### src/rtl/core/sdspi_pkg.sv
// shared types, constants and crc helpers for the spi-mode sd command engine
// no dependencies; imported by sd_spi_command_transaction, sd_txn_check_pkg and the test
`default_nettype none

package sdspi_pkg;

    // largest data block passed through, longer requests are clipped
    localparam int MAX_BLOCK_BYTES = 512;

    localparam int LEN_W   = 10;   // data_length field width
    localparam int POLL_W  = 20;   // poll counter and limit width
    localparam int TRIES_W = 8;

    // command frame: five bytes held plus the crc7 byte
    localparam int FRAME_HELD  = 5;
    localparam int FRAME_BYTES = 6;
    localparam int CRC_CNT_W   = 3;

    localparam logic [7:0] BYTE_FILL  = 8'hFF;
    localparam logic [7:0] BYTE_TOKEN = 8'hFE;
    localparam logic [7:0] CMD_START  = 8'h40;
    localparam logic [5:0] CMD_STOP   = 6'd12;

    localparam logic [6:0] CRC7_POLY = 7'h09;

    // configuration register indexes
    typedef enum logic [1:0] {
        CFG_CRC_VERIFY     = 2'd0,
        CFG_READY_LIMIT    = 2'd1,
        CFG_TOKEN_LIMIT    = 2'd2,
        CFG_RESPONSE_TRIES = 2'd3
    } t_cfg_reg;

    typedef enum logic [2:0] {
        ST_OK           = 3'd0,
        ST_NOT_READY    = 3'd1,
        ST_NO_RESPONSE  = 3'd2,
        ST_BAD_TOKEN    = 3'd3,
        ST_CRC_MISMATCH = 3'd4,
        ST_REJECTED     = 3'd5
    } t_status;

    typedef enum logic {
        CMD_TRANSACTION = 1'b0,
        CMD_BYTE        = 1'b1
    } t_command;

    typedef struct packed {
        logic       rejected;
        logic [7:0] response;
        t_status    status;
        logic       done;
        logic [7:0] data_byte;
        logic       data_valid;
        logic       busy;
        logic [7:0] tx_byte;
    } t_result;

    // crc7 (x^7 + x^3 + 1) advanced by one byte, msb first
    function automatic logic [6:0] crc7_byte(input logic [6:0] crc_in, input logic [7:0] b);
        logic [6:0] c;
        logic       fb;
        c = crc_in;
        for (int k = 7; k >= 0; k--) begin
            fb = c[6] ^ b[k];
            c  = {c[5:0], 1'b0};
            if (fb) begin
                c = c ^ CRC7_POLY;
            end
        end
        return c;
    endfunction

    // crc16-ccitt advanced by one byte, table-free form
    function automatic logic [15:0] crc16_byte(input logic [15:0] rv, input logic [7:0] b);
        logic [7:0] t;
        t = rv[15:8] ^ b;
        t = t ^ {4'h0, t[7:4]};
        return {rv[7:0], 8'h00} ^ {t[3:0], 12'h000} ^ {3'b000, t, 5'b00000} ^ {8'h00, t};
    endfunction

endpackage

`default_nettype wire

### src/rtl/core/sd_spi_command_transaction.sv
// spi-mode sd command transaction engine at byte-exchange level
// depends on sdspi_pkg for types, constants and crc helpers
`default_nettype none

// One input beat is either a start (tuser 0: command index, argument, data
// length) or the report of one byte exchanged with the card (tuser 1: rx_byte).
// Every accepted beat produces exactly one result beat telling the host which
// byte to send next, whether another transfer is wanted, any data block byte
// and, at the end, the completion status and R1 response. The engine takes one
// beat per clock while the skid register is empty: the result is computed in the
// same cycle from the beat and the transaction state and is registered in the
// output register, or in a second skid register while the output is held, so
// the input side takes one more beat after the output stalls. The crc7 of the
// command frame is built by a small byte-per-cycle unit after a start, well
// before the crc7 byte is needed. Configuration writes are taken at any
// time (ready is tied high) and should be made while no transaction runs.
module sd_spi_command_transaction
    import sdspi_pkg::*;
(
    input  wire logic        i_clk,
    input  wire logic        i_rst_n,
    // input beats
    input  wire logic        i_s_axis_tvalid,
    output logic             o_s_axis_tready,
    // [5:0] cmd_index, [37:6] cmd_argument, [47:38] data_length, [55:48] rx_byte
    input  wire logic [55:0] i_s_axis_tdata,
    // [0] command
    input  wire logic        i_s_axis_tuser,
    // result beats
    output logic             o_m_axis_tvalid,
    input  wire logic        i_m_axis_tready,
    // [7:0] tx_byte, [8] busy_res, [16:9] data_byte, [17] done_res,
    // [20:18] status, [28:21] response, [29] rejected, [31:30] zero
    output logic [31:0]      o_m_axis_tdata,
    // [0] data_valid
    output logic             o_m_axis_tuser,
    // configuration writes
    input  wire logic        i_cfg_valid,
    output logic             o_cfg_ready,
    input  wire logic [1:0]  i_cfg_index,
    input  wire logic [19:0] i_cfg_data
);

    typedef enum logic [3:0] {
        PH_IDLE, PH_DUMMY, PH_READY, PH_FRAME, PH_STUFF,
        PH_R1, PH_TOKEN, PH_DATA, PH_CRCHI, PH_CRCLO
    } t_phase;

    // configuration
    logic                r_crc_verify;
    logic [POLL_W-1:0]   r_ready_limit;
    logic [POLL_W-1:0]   r_token_limit;
    logic [TRIES_W-1:0]  r_response_tries;

    // transaction state
    t_phase              r_phase,      n_phase;
    logic [LEN_W-1:0]    r_byte_count, n_byte_count;
    logic [POLL_W-1:0]   r_poll_count, n_poll_count;
    logic [15:0]         r_crc16,      n_crc16;
    logic [7:0]          r_crc_hi,     n_crc_hi;
    logic [7:0]          r_r1,         n_r1;
    logic                r_stop,       n_stop;
    logic [LEN_W-1:0]    r_block_len,  n_block_len;

    // frame bytes and crc7 unit
    logic [7:0]          r_frame [FRAME_HELD];
    logic [6:0]          r_crc7;
    logic [CRC_CNT_W-1:0] r_crc_cnt;

    // output register and skid stage
    logic                r_out_vld, r_skid_vld;
    t_result             r_out, r_skid, n_res;

    // input fields
    t_command            in_cmd;
    logic [5:0]          in_index;
    logic [31:0]         in_arg;
    logic [LEN_W-1:0]    in_len;
    logic [7:0]          in_rx;

    logic                s_accept, m_take, load_start;
    logic [POLL_W-1:0]   poll_inc;
    logic [LEN_W-1:0]    count_inc;
    logic [15:0]         crc16_next;
    logic [2:0]          frame_sel;
    logic [7:0]          frame_byte;

    assign in_cmd   = t_command'(i_s_axis_tuser);
    assign in_index = i_s_axis_tdata[5:0];
    assign in_arg   = i_s_axis_tdata[37:6];
    assign in_len   = i_s_axis_tdata[47:38];
    assign in_rx    = i_s_axis_tdata[55:48];

    assign o_s_axis_tready = !r_skid_vld;
    assign o_cfg_ready     = 1'b1;
    assign s_accept        = i_s_axis_tvalid && o_s_axis_tready;
    assign m_take          = r_out_vld && i_m_axis_tready;

    assign o_m_axis_tvalid = r_out_vld;
    assign o_m_axis_tuser  = r_out.data_valid;
    assign o_m_axis_tdata  = {2'b00, r_out.rejected, r_out.response, r_out.status,
                              r_out.done, r_out.data_byte, r_out.busy, r_out.tx_byte};

    assign poll_inc   = r_poll_count + 1'b1;
    assign count_inc  = r_byte_count + 1'b1;
    assign crc16_next = crc16_byte(r_crc16, in_rx);

    // frame byte picked by the count: in the frame phase the next byte to send
    // is at index byte_count, on a rejected start the pending one at count - 1,
    // and the first byte when the card turns ready
    assign frame_sel = (in_cmd == CMD_TRANSACTION) ? (r_byte_count[2:0] - 3'd1) :
                       (r_phase == PH_READY)       ? 3'd0 : r_byte_count[2:0];

    always_comb begin
        frame_byte = BYTE_FILL;
        case (frame_sel)
            3'd0, 3'd1, 3'd2, 3'd3, 3'd4: frame_byte = r_frame[frame_sel];
            3'd5:                         frame_byte = {r_crc7, 1'b1};
            default:                      frame_byte = BYTE_FILL;
        endcase
    end

    // one step of the transaction per accepted beat
    always_comb begin
        n_phase      = r_phase;
        n_byte_count = r_byte_count;
        n_poll_count = r_poll_count;
        n_crc16      = r_crc16;
        n_crc_hi     = r_crc_hi;
        n_r1         = r_r1;
        n_stop       = r_stop;
        n_block_len  = r_block_len;
        load_start   = 1'b0;

        n_res            = '0;
        n_res.tx_byte    = BYTE_FILL;
        n_res.busy       = 1'b1;
        n_res.status     = ST_OK;

        if (in_cmd == CMD_TRANSACTION) begin
            if (r_phase != PH_IDLE) begin
                n_res.rejected = 1'b1;
                n_res.status   = ST_REJECTED;
                if (r_phase == PH_FRAME && r_byte_count >= LEN_W'(1)
                        && r_byte_count <= LEN_W'(FRAME_BYTES)) begin
                    n_res.tx_byte = frame_byte;
                end
            end else begin
                load_start   = 1'b1;
                n_stop       = (in_index == CMD_STOP);
                n_block_len  = (int'(in_len) > MAX_BLOCK_BYTES) ? LEN_W'(MAX_BLOCK_BYTES)
                                                                 : in_len;
                n_byte_count = '0;
                n_poll_count = '0;
                n_crc16      = '0;
                n_crc_hi     = '0;
                n_r1         = BYTE_FILL;
                n_phase      = PH_DUMMY;
            end
        end else begin
            case (r_phase)
                PH_DUMMY: begin
                    n_poll_count = '0;
                    n_phase      = PH_READY;
                end
                PH_READY: begin
                    n_poll_count = poll_inc;
                    if (in_rx == BYTE_FILL) begin
                        n_res.tx_byte = frame_byte;
                        n_byte_count  = LEN_W'(1);
                        n_phase       = PH_FRAME;
                    end else if (poll_inc >= r_ready_limit) begin
                        n_r1         = in_rx;
                        n_res.busy   = 1'b0;
                        n_res.done   = 1'b1;
                        n_res.status = ST_NOT_READY;
                        n_phase      = PH_IDLE;
                    end
                end
                PH_FRAME: begin
                    if (r_byte_count < LEN_W'(FRAME_BYTES)) begin
                        n_res.tx_byte = frame_byte;
                        n_byte_count  = count_inc;
                    end else begin
                        n_poll_count = '0;
                        n_phase      = r_stop ? PH_STUFF : PH_R1;
                    end
                end
                PH_STUFF: begin
                    n_poll_count = '0;
                    n_phase      = PH_R1;
                end
                PH_R1: begin
                    n_poll_count = poll_inc;
                    n_r1         = in_rx;
                    if (!in_rx[7]) begin
                        if (in_rx == 8'h00 && r_block_len != '0) begin
                            n_poll_count = '0;
                            n_phase      = PH_TOKEN;
                        end else begin
                            n_res.busy = 1'b0;
                            n_res.done = 1'b1;
                            n_phase    = PH_IDLE;
                        end
                    end else if (poll_inc >= {{(POLL_W-TRIES_W){1'b0}}, r_response_tries}) begin
                        n_res.busy   = 1'b0;
                        n_res.done   = 1'b1;
                        n_res.status = ST_NO_RESPONSE;
                        n_phase      = PH_IDLE;
                    end
                end
                PH_TOKEN: begin
                    n_poll_count = poll_inc;
                    if (in_rx == BYTE_TOKEN) begin
                        n_byte_count = '0;
                        n_crc16      = '0;
                        n_phase      = PH_DATA;
                    end else if (in_rx != BYTE_FILL || poll_inc >= r_token_limit) begin
                        n_res.busy   = 1'b0;
                        n_res.done   = 1'b1;
                        n_res.status = ST_BAD_TOKEN;
                        n_phase      = PH_IDLE;
                    end
                end
                PH_DATA: begin
                    n_res.data_byte  = in_rx;
                    n_res.data_valid = 1'b1;
                    n_crc16          = crc16_next;
                    n_byte_count     = count_inc;
                    if (count_inc >= r_block_len) begin
                        n_phase = PH_CRCHI;
                    end
                end
                PH_CRCHI: begin
                    n_crc_hi = in_rx;
                    n_phase  = PH_CRCLO;
                end
                PH_CRCLO: begin
                    n_res.busy = 1'b0;
                    n_res.done = 1'b1;
                    if (r_crc_verify && {r_crc_hi, in_rx} != r_crc16) begin
                        n_res.status = ST_CRC_MISMATCH;
                    end
                    n_phase = PH_IDLE;
                end
                default: begin
                    // byte report while idle is ignored
                    n_res.busy = 1'b0;
                    n_phase    = PH_IDLE;
                end
            endcase
        end

        n_res.response = n_r1;
    end

    // state, configuration and result registers
    always_ff @(posedge i_clk) begin
        if (!i_rst_n) begin
            r_crc_verify     <= 1'b1;
            r_ready_limit    <= POLL_W'(500000);
            r_token_limit    <= POLL_W'(50000);
            r_response_tries <= TRIES_W'(20);
            r_phase          <= PH_IDLE;
            r_byte_count     <= '0;
            r_poll_count     <= '0;
            r_crc16          <= '0;
            r_crc_hi         <= '0;
            r_r1             <= BYTE_FILL;
            r_stop           <= 1'b0;
            r_block_len      <= '0;
            r_out_vld        <= 1'b0;
            r_skid_vld       <= 1'b0;
            r_crc_cnt        <= CRC_CNT_W'(FRAME_HELD);
        end else begin
            if (i_cfg_valid && o_cfg_ready) begin
                case (t_cfg_reg'(i_cfg_index))
                    CFG_CRC_VERIFY:     r_crc_verify     <= i_cfg_data[0];
                    CFG_READY_LIMIT:    r_ready_limit    <= i_cfg_data;
                    CFG_TOKEN_LIMIT:    r_token_limit    <= i_cfg_data;
                    CFG_RESPONSE_TRIES: r_response_tries <= i_cfg_data[TRIES_W-1:0];
                    default:            r_crc_verify     <= r_crc_verify;
                endcase
            end

            if (s_accept) begin
                r_phase      <= n_phase;
                r_byte_count <= n_byte_count;
                r_poll_count <= n_poll_count;
                r_crc16      <= n_crc16;
                r_crc_hi     <= n_crc_hi;
                r_r1         <= n_r1;
                r_stop       <= n_stop;
                r_block_len  <= n_block_len;
            end

            // crc7 unit: restart on a start, then one frame byte per cycle
            if (s_accept && load_start) begin
                r_crc_cnt <= '0;
            end else if (r_crc_cnt < CRC_CNT_W'(FRAME_HELD)) begin
                r_crc_cnt <= r_crc_cnt + 1'b1;
            end

            // output register with one skid entry behind it
            if (m_take || !r_out_vld) begin
                if (r_skid_vld) begin
                    r_out_vld  <= 1'b1;
                    r_skid_vld <= 1'b0;
                end else begin
                    r_out_vld <= s_accept;
                end
            end else if (s_accept) begin
                r_skid_vld <= 1'b1;
            end
        end
    end

    // payload: frame bytes, crc7 accumulator and result data
    always_ff @(posedge i_clk) begin
        if (s_accept && load_start) begin
            r_frame[0] <= CMD_START | {2'b00, in_index};
            r_frame[1] <= in_arg[31:24];
            r_frame[2] <= in_arg[23:16];
            r_frame[3] <= in_arg[15:8];
            r_frame[4] <= in_arg[7:0];
            r_crc7     <= '0;
        end else if (r_crc_cnt < CRC_CNT_W'(FRAME_HELD)) begin
            r_crc7 <= crc7_byte(r_crc7, r_frame[r_crc_cnt]);
        end

        if (m_take || !r_out_vld) begin
            r_out <= r_skid_vld ? r_skid : n_res;
        end else if (s_accept) begin
            r_skid <= n_res;
        end
    end

    // the skid entry is only ever filled behind a held output beat
    a_skid_behind_out: assert property (@(posedge i_clk) disable iff (!i_rst_n)
        r_skid_vld |-> r_out_vld)
        else $error("skid entry valid without output beat");

    // the crc7 byte must be finished before the frame reaches it
    a_crc7_ready: assert property (@(posedge i_clk) disable iff (!i_rst_n)
        (r_phase == PH_FRAME && r_byte_count >= LEN_W'(FRAME_HELD))
            |-> r_crc_cnt == CRC_CNT_W'(FRAME_HELD))
        else $error("crc7 not complete when frame byte needed");

    // a finished transaction never also asks for another transfer
    a_done_not_busy: assert property (@(posedge i_clk) disable iff (!i_rst_n)
        (r_out_vld && r_out.done) |-> (!r_out.busy && !r_out.data_valid))
        else $error("done result still busy or carrying data");

    // a rejected start leaves the transaction state untouched
    a_reject_holds_state: assert property (@(posedge i_clk) disable iff (!i_rst_n)
        (s_accept && in_cmd == CMD_TRANSACTION && r_phase != PH_IDLE)
            |=> ($stable(r_phase) && $stable(r_byte_count) && $stable(r_poll_count)))
        else $error("rejected start changed transaction state");

    // data bytes only pass while the block phase is running
    a_data_in_block: assert property (@(posedge i_clk) disable iff (!i_rst_n)
        (s_accept && n_res.data_valid) |-> r_phase == PH_DATA)
        else $error("data byte flagged outside data phase");

endmodule

`default_nettype wire

### config.mk
export PLATFORM = sky130hd
export DESIGN_NAME = sd_spi_command_transaction
export DESIGN_NICKNAME = d
export VERILOG_FILES = /design/src/rtl/core/sdspi_pkg.sv /design/src/rtl/core/sd_spi_command_transaction.sv
export SDC_FILE = /design/constraint.sdc
export NUM_CORES = 1
export LEC_CHECK = 0
export BUFFER_PORTS_ARGS = -buffer_cell sky130_fd_sc_hd__buf_2
export CORE_ASPECT_RATIO = 1.1
export CORE_UTILIZATION = 63
export DETAILED_ROUTE_END_ITERATION = 10
export PLACE_DENSITY = 0.84
export SKIP_CTS_REPAIR_TIMING = 1
export SYNTH_ARGS = -nofsm -noshare
export SYNTH_HDL_FRONTEND = slang
export SYNTH_SLANG_ARGS = --single-unit
### constraint.sdc
create_clock -name i_clk -period 6.48 [get_ports i_clk]
set_input_delay 1.296 -clock i_clk [delete_from_list [all_inputs] [get_ports i_clk]]
set_output_delay 1.296 -clock i_clk [all_outputs]
set_load 0.1 [all_outputs]
==> impl_metrics.env <==
export IMPL_placed_cells=1659
export IMPL_power_frac_clock_pct=39.5
export IMPL_yosys_area_top_type="edfxtp_1"
export IMPL_nNetsFinal=1576
export IMPL_synthMostInstantiatedCell="nand2_1"
export IMPL_hold_viol=0
export IMPL_path_clk_slew_ns=0.06
export IMPL_cts_tree="built"
export IMPL_cts_root_buf="clkbuf_16"
export IMPL_ys_seq_area_share_pct=44.6
export IMPL_cts_made_buffers=25
export IMPL_final_cell_count_no_fill=1703
export IMPL_cts_htree_levels=1
export IMPL_worstSetupStartpointType="register"
export IMPL_netlist_instances=1359
export IMPL_r2r_setup_slack_ns=2.16
export IMPL_finalSetupTns_ns=0
export IMPL_dieArea_um2=21100
export IMPL_leakage_nw=5.69
export IMPL_clk_path_buf_depth=3
export IMPL_place_hpwl_mm=21.1
export IMPL_outcome="finished with violations"
export IMPL_wl_mm=29.5
export IMPL_place_congestion=0.910
export IMPL_p_sw_share_pct=26.4
export IMPL_antenna_found_initial=0
export IMPL_r2r_cells=11
export IMPL_path_max_fanout=11
export IMPL_routedWlPerCell_um=17.3
export IMPL_vdd_drop_max_v=0.000196
export IMPL_clock_latency_ns=0.52
export IMPL_overflow=0
export IMPL_combPwrFrac_pct=14.4
export IMPL_initial_core_util_pct=64.7
export IMPL_cap_violations=0
export IMPL_viasPerCell=6.06
export IMPL_grt_use_total_pct=28.2
export IMPL_synthTopCellsByArea="edfxtp_1 23%, dfxtp_1 21%, ha_1 5.6%"
export IMPL_worstHoldPathType="reg -> reg"
export IMPL_syn_area_per_cell_um2=9.52
export IMPL_ioPinCount=120
export IMPL_worstHoldPathCells=2
export IMPL_period_minus_slack_ns=4.32
export IMPL_die_h_um=152
export IMPL_worst_pin_slew_ns=1.22
export IMPL_n_antenna_cell=0
export IMPL_internal_power_mw=2.70
export IMPL_multi_input_comb_area_um2=6620
export IMPL_placementRows=54
export IMPL_synthArstFlopShare_pct=0
export IMPL_yosysWarnings=0
export IMPL_slew_limit_headroom_pct=18.3
export IMPL_coreArea_um2=20000
export IMPL_rsz0062_at_grt="false"
export IMPL_die_w_um=139
export IMPL_worst_endpoint_arrival_ns=4.59
export IMPL_yosysTopAreaCellShare_pct=23.2
export IMPL_synth_top_cells_by_count="193 x nand2_1, 138 x dfxtp_1, 100 x edfxtp_1"
export IMPL_cp_end_kind="register"
export IMPL_grt_pass1_vias=10228
export IMPL_synth_edff_count=100
export IMPL_synth_cell_types=78
export IMPL_seqPwrFrac_pct=46.1
export IMPL_setup_viol=0
export IMPL_io_buffers=116
export IMPL_fillers=1474
export IMPL_min_period_over_period_pct=66.7
export IMPL_slew_violations=0
export IMPL_power_density_nw_per_um2=255
export IMPL_antenna_left=0
export IMPL_switchingPower_uw=968
export IMPL_cts_sinks=238
export IMPL_violations="design-rule violations"
export IMPL_crit_end="o_m_axis_tdata[17]"
export IMPL_finClkSkew_ns=0.00822
export IMPL_drcViolationCount=10
export IMPL_vias=10323
export IMPL_total_power_mw=3.67
export IMPL_ys_ff_latch=238
export IMPL_drive_gt1_share_pct=15.2
export IMPL_ys_flop_type="dfxtp_1"
export IMPL_max_freq_mhz=231
export IMPL_area_growth_syn_to_layout_pct=11.5
export IMPL_r2r_start="r_poll_count[10]"
export IMPL_grt_max_degree=66
export IMPL_critical_path_class="reg -> reg"
export IMPL_drt_iter0_drc=747
export IMPL_seqCellArea_um2=5770
export IMPL_rr_endpoint="o_m_axis_tdata[17]"
export IMPL_grt_first_pass_wirelength_mm=49.1
export IMPL_syn_area_um2=12900
export IMPL_worstPathRequired_ns=6.75
export IMPL_crit_start="r_poll_count[10]"
export IMPL_dr_pass1_iters=8
power groups by stage:
stage | sequential, mW | combinational, mW | clock, mW
global route | 1.70 | 0.575 | 1.53
detailed placement | 1.72 | 0.525 | 0
finish | 1.69 | 0.530 | 1.45
floorplan | 1.78 | 0.341 | 0
CTS | 1.69 | 0.529 | 1.47
global placement | 1.72 | 0.510 | 0
final cells by class:
cell class              count  share of cell area [%]
clock buffers              32                    4.79
clock inverters            12                    1.01
inverters                  66                    1.72
multi-input cells         979                    45.9
flip-flops and latches    238                    40.0
well taps                 252                    2.19
repair buffers            124                    4.44
per-layer routing:
metal | global-route usage (%) | up-vias | wire (µm)
met5 | 0 | - | 0
met4 | 10.7 | 0 | 795
met3 | 4.18 | 63 | 1800
met2 | 49.6 | 373 | 14700
met1 | 35.1 | 4892 | 12200
li1 | - | 4995 | -
flip-flops by register name, summed over array words and instances (netlist names):
signal	cells
r_crc_hi	8
r_ready_limit	20
r_token_limit	20
r_crc_cnt	3
r_crc_verify	1
r_frame	38
r_phase	4
r_r1	8
r_skid_vld	1
o_m_axis_tvalid	1
r_skid	31
r_block_len	10
r_crc16	16
r_stop	1
o_m_axis_tuser	1
o_m_axis_tdata	30
r_response_tries	8
r_byte_count	10
r_poll_count	20
r_crc7	7
critical path, stage by stage, from the launching register on:
cell and delay (ns):
dfxtp_1 0.57, nand4_4 0.20, or4_4 0.56, or3_4 0.41, xnor2_1 0.32, ha_1 0.32
nor4b_1 0.15, a2111oi_0 0.57, o21ai_0 0.35, a22oi_1 0.22, nor2_1 0.10, o31a_1 0.30
layout by cell type (no fill, tap or decap), types with 8 or more instances in the layout:
| cell type | n |
|---|---|
| a31oi_1 | 9 |
| nor4_1 | 15 |
| nand4_1 | 13 |
| inv_1 | 65 |
| dfxtp_1 | 138 |
| and3_1 | 21 |
| o32a_1 | 8 |
| buf_2 | 116 |
| nand3b_1 | 9 |
| o22a_1 | 9 |
| a22o_1 | 9 |
| mux2i_1 | 14 |
| clkbuf_16 | 25 |
| nor3_1 | 14 |
| a21oi_1 | 39 |
| nor2b_1 | 37 |
| xnor2_1 | 36 |
| o211ai_1 | 16 |
| mux2_2 | 31 |
| nand3_1 | 37 |
| edfxtp_1 | 100 |
| a211oi_1 | 11 |
| a22oi_1 | 22 |
| o21ai_0 | 55 |
| nand2b_1 | 8 |
| ha_1 | 58 |
| nor2_1 | 71 |
| a21boi_0 | 55 |
| xor2_1 | 47 |
| or3_1 | 8 |
| buf_4 | 8 |
| nand2_1 | 193 |
| a21o_1 | 9 |
| and2_1 | 30 |
worst min path at each step:
stage / start / to / slack (ns)
after global placement: r_token_limit[10] / r_token_limit[10] / 0.45
after CTS: r_token_limit[10] / r_token_limit[10] / 0.47
final: r_token_limit[7] / r_token_limit[7] / 0.46
after floorplan: r_token_limit[10] / r_token_limit[10] / 0.44
after global routing: r_r1[2] / r_r1[2] / 0.49
after detailed placement: r_token_limit[10] / r_token_limit[10] / 0.46
metrics by stage:
stage	utilization, %	worst slack (ns)	hold slack [ns]	area [µm²]
floorplan	-	2.50	0.439	12900
global placement	68.0	2.36	0.448	13600
detailed placement	68.0	2.22	0.457	13600
CTS	72.2	2.20	0.465	14400
global route	72.2	1.90	0.490	14400
finish	72.2	2.16	0.463	14400
logic make-up (layout without fill, tap and decap cells):
group	Yosys count	after routing	share of synthesized area, %
compound gates	297	297	16.2
xor+xnor	84	84	5.79
fa+ha+maj	59	59	5.70
buf+inv	143	234	4.30
flops	238	238	44.6
mux	51	51	4.82
other cells	2	3	0.0580
simple gates	485	485	18.5
No activity file was read; power rests on OpenSTA's default activity.
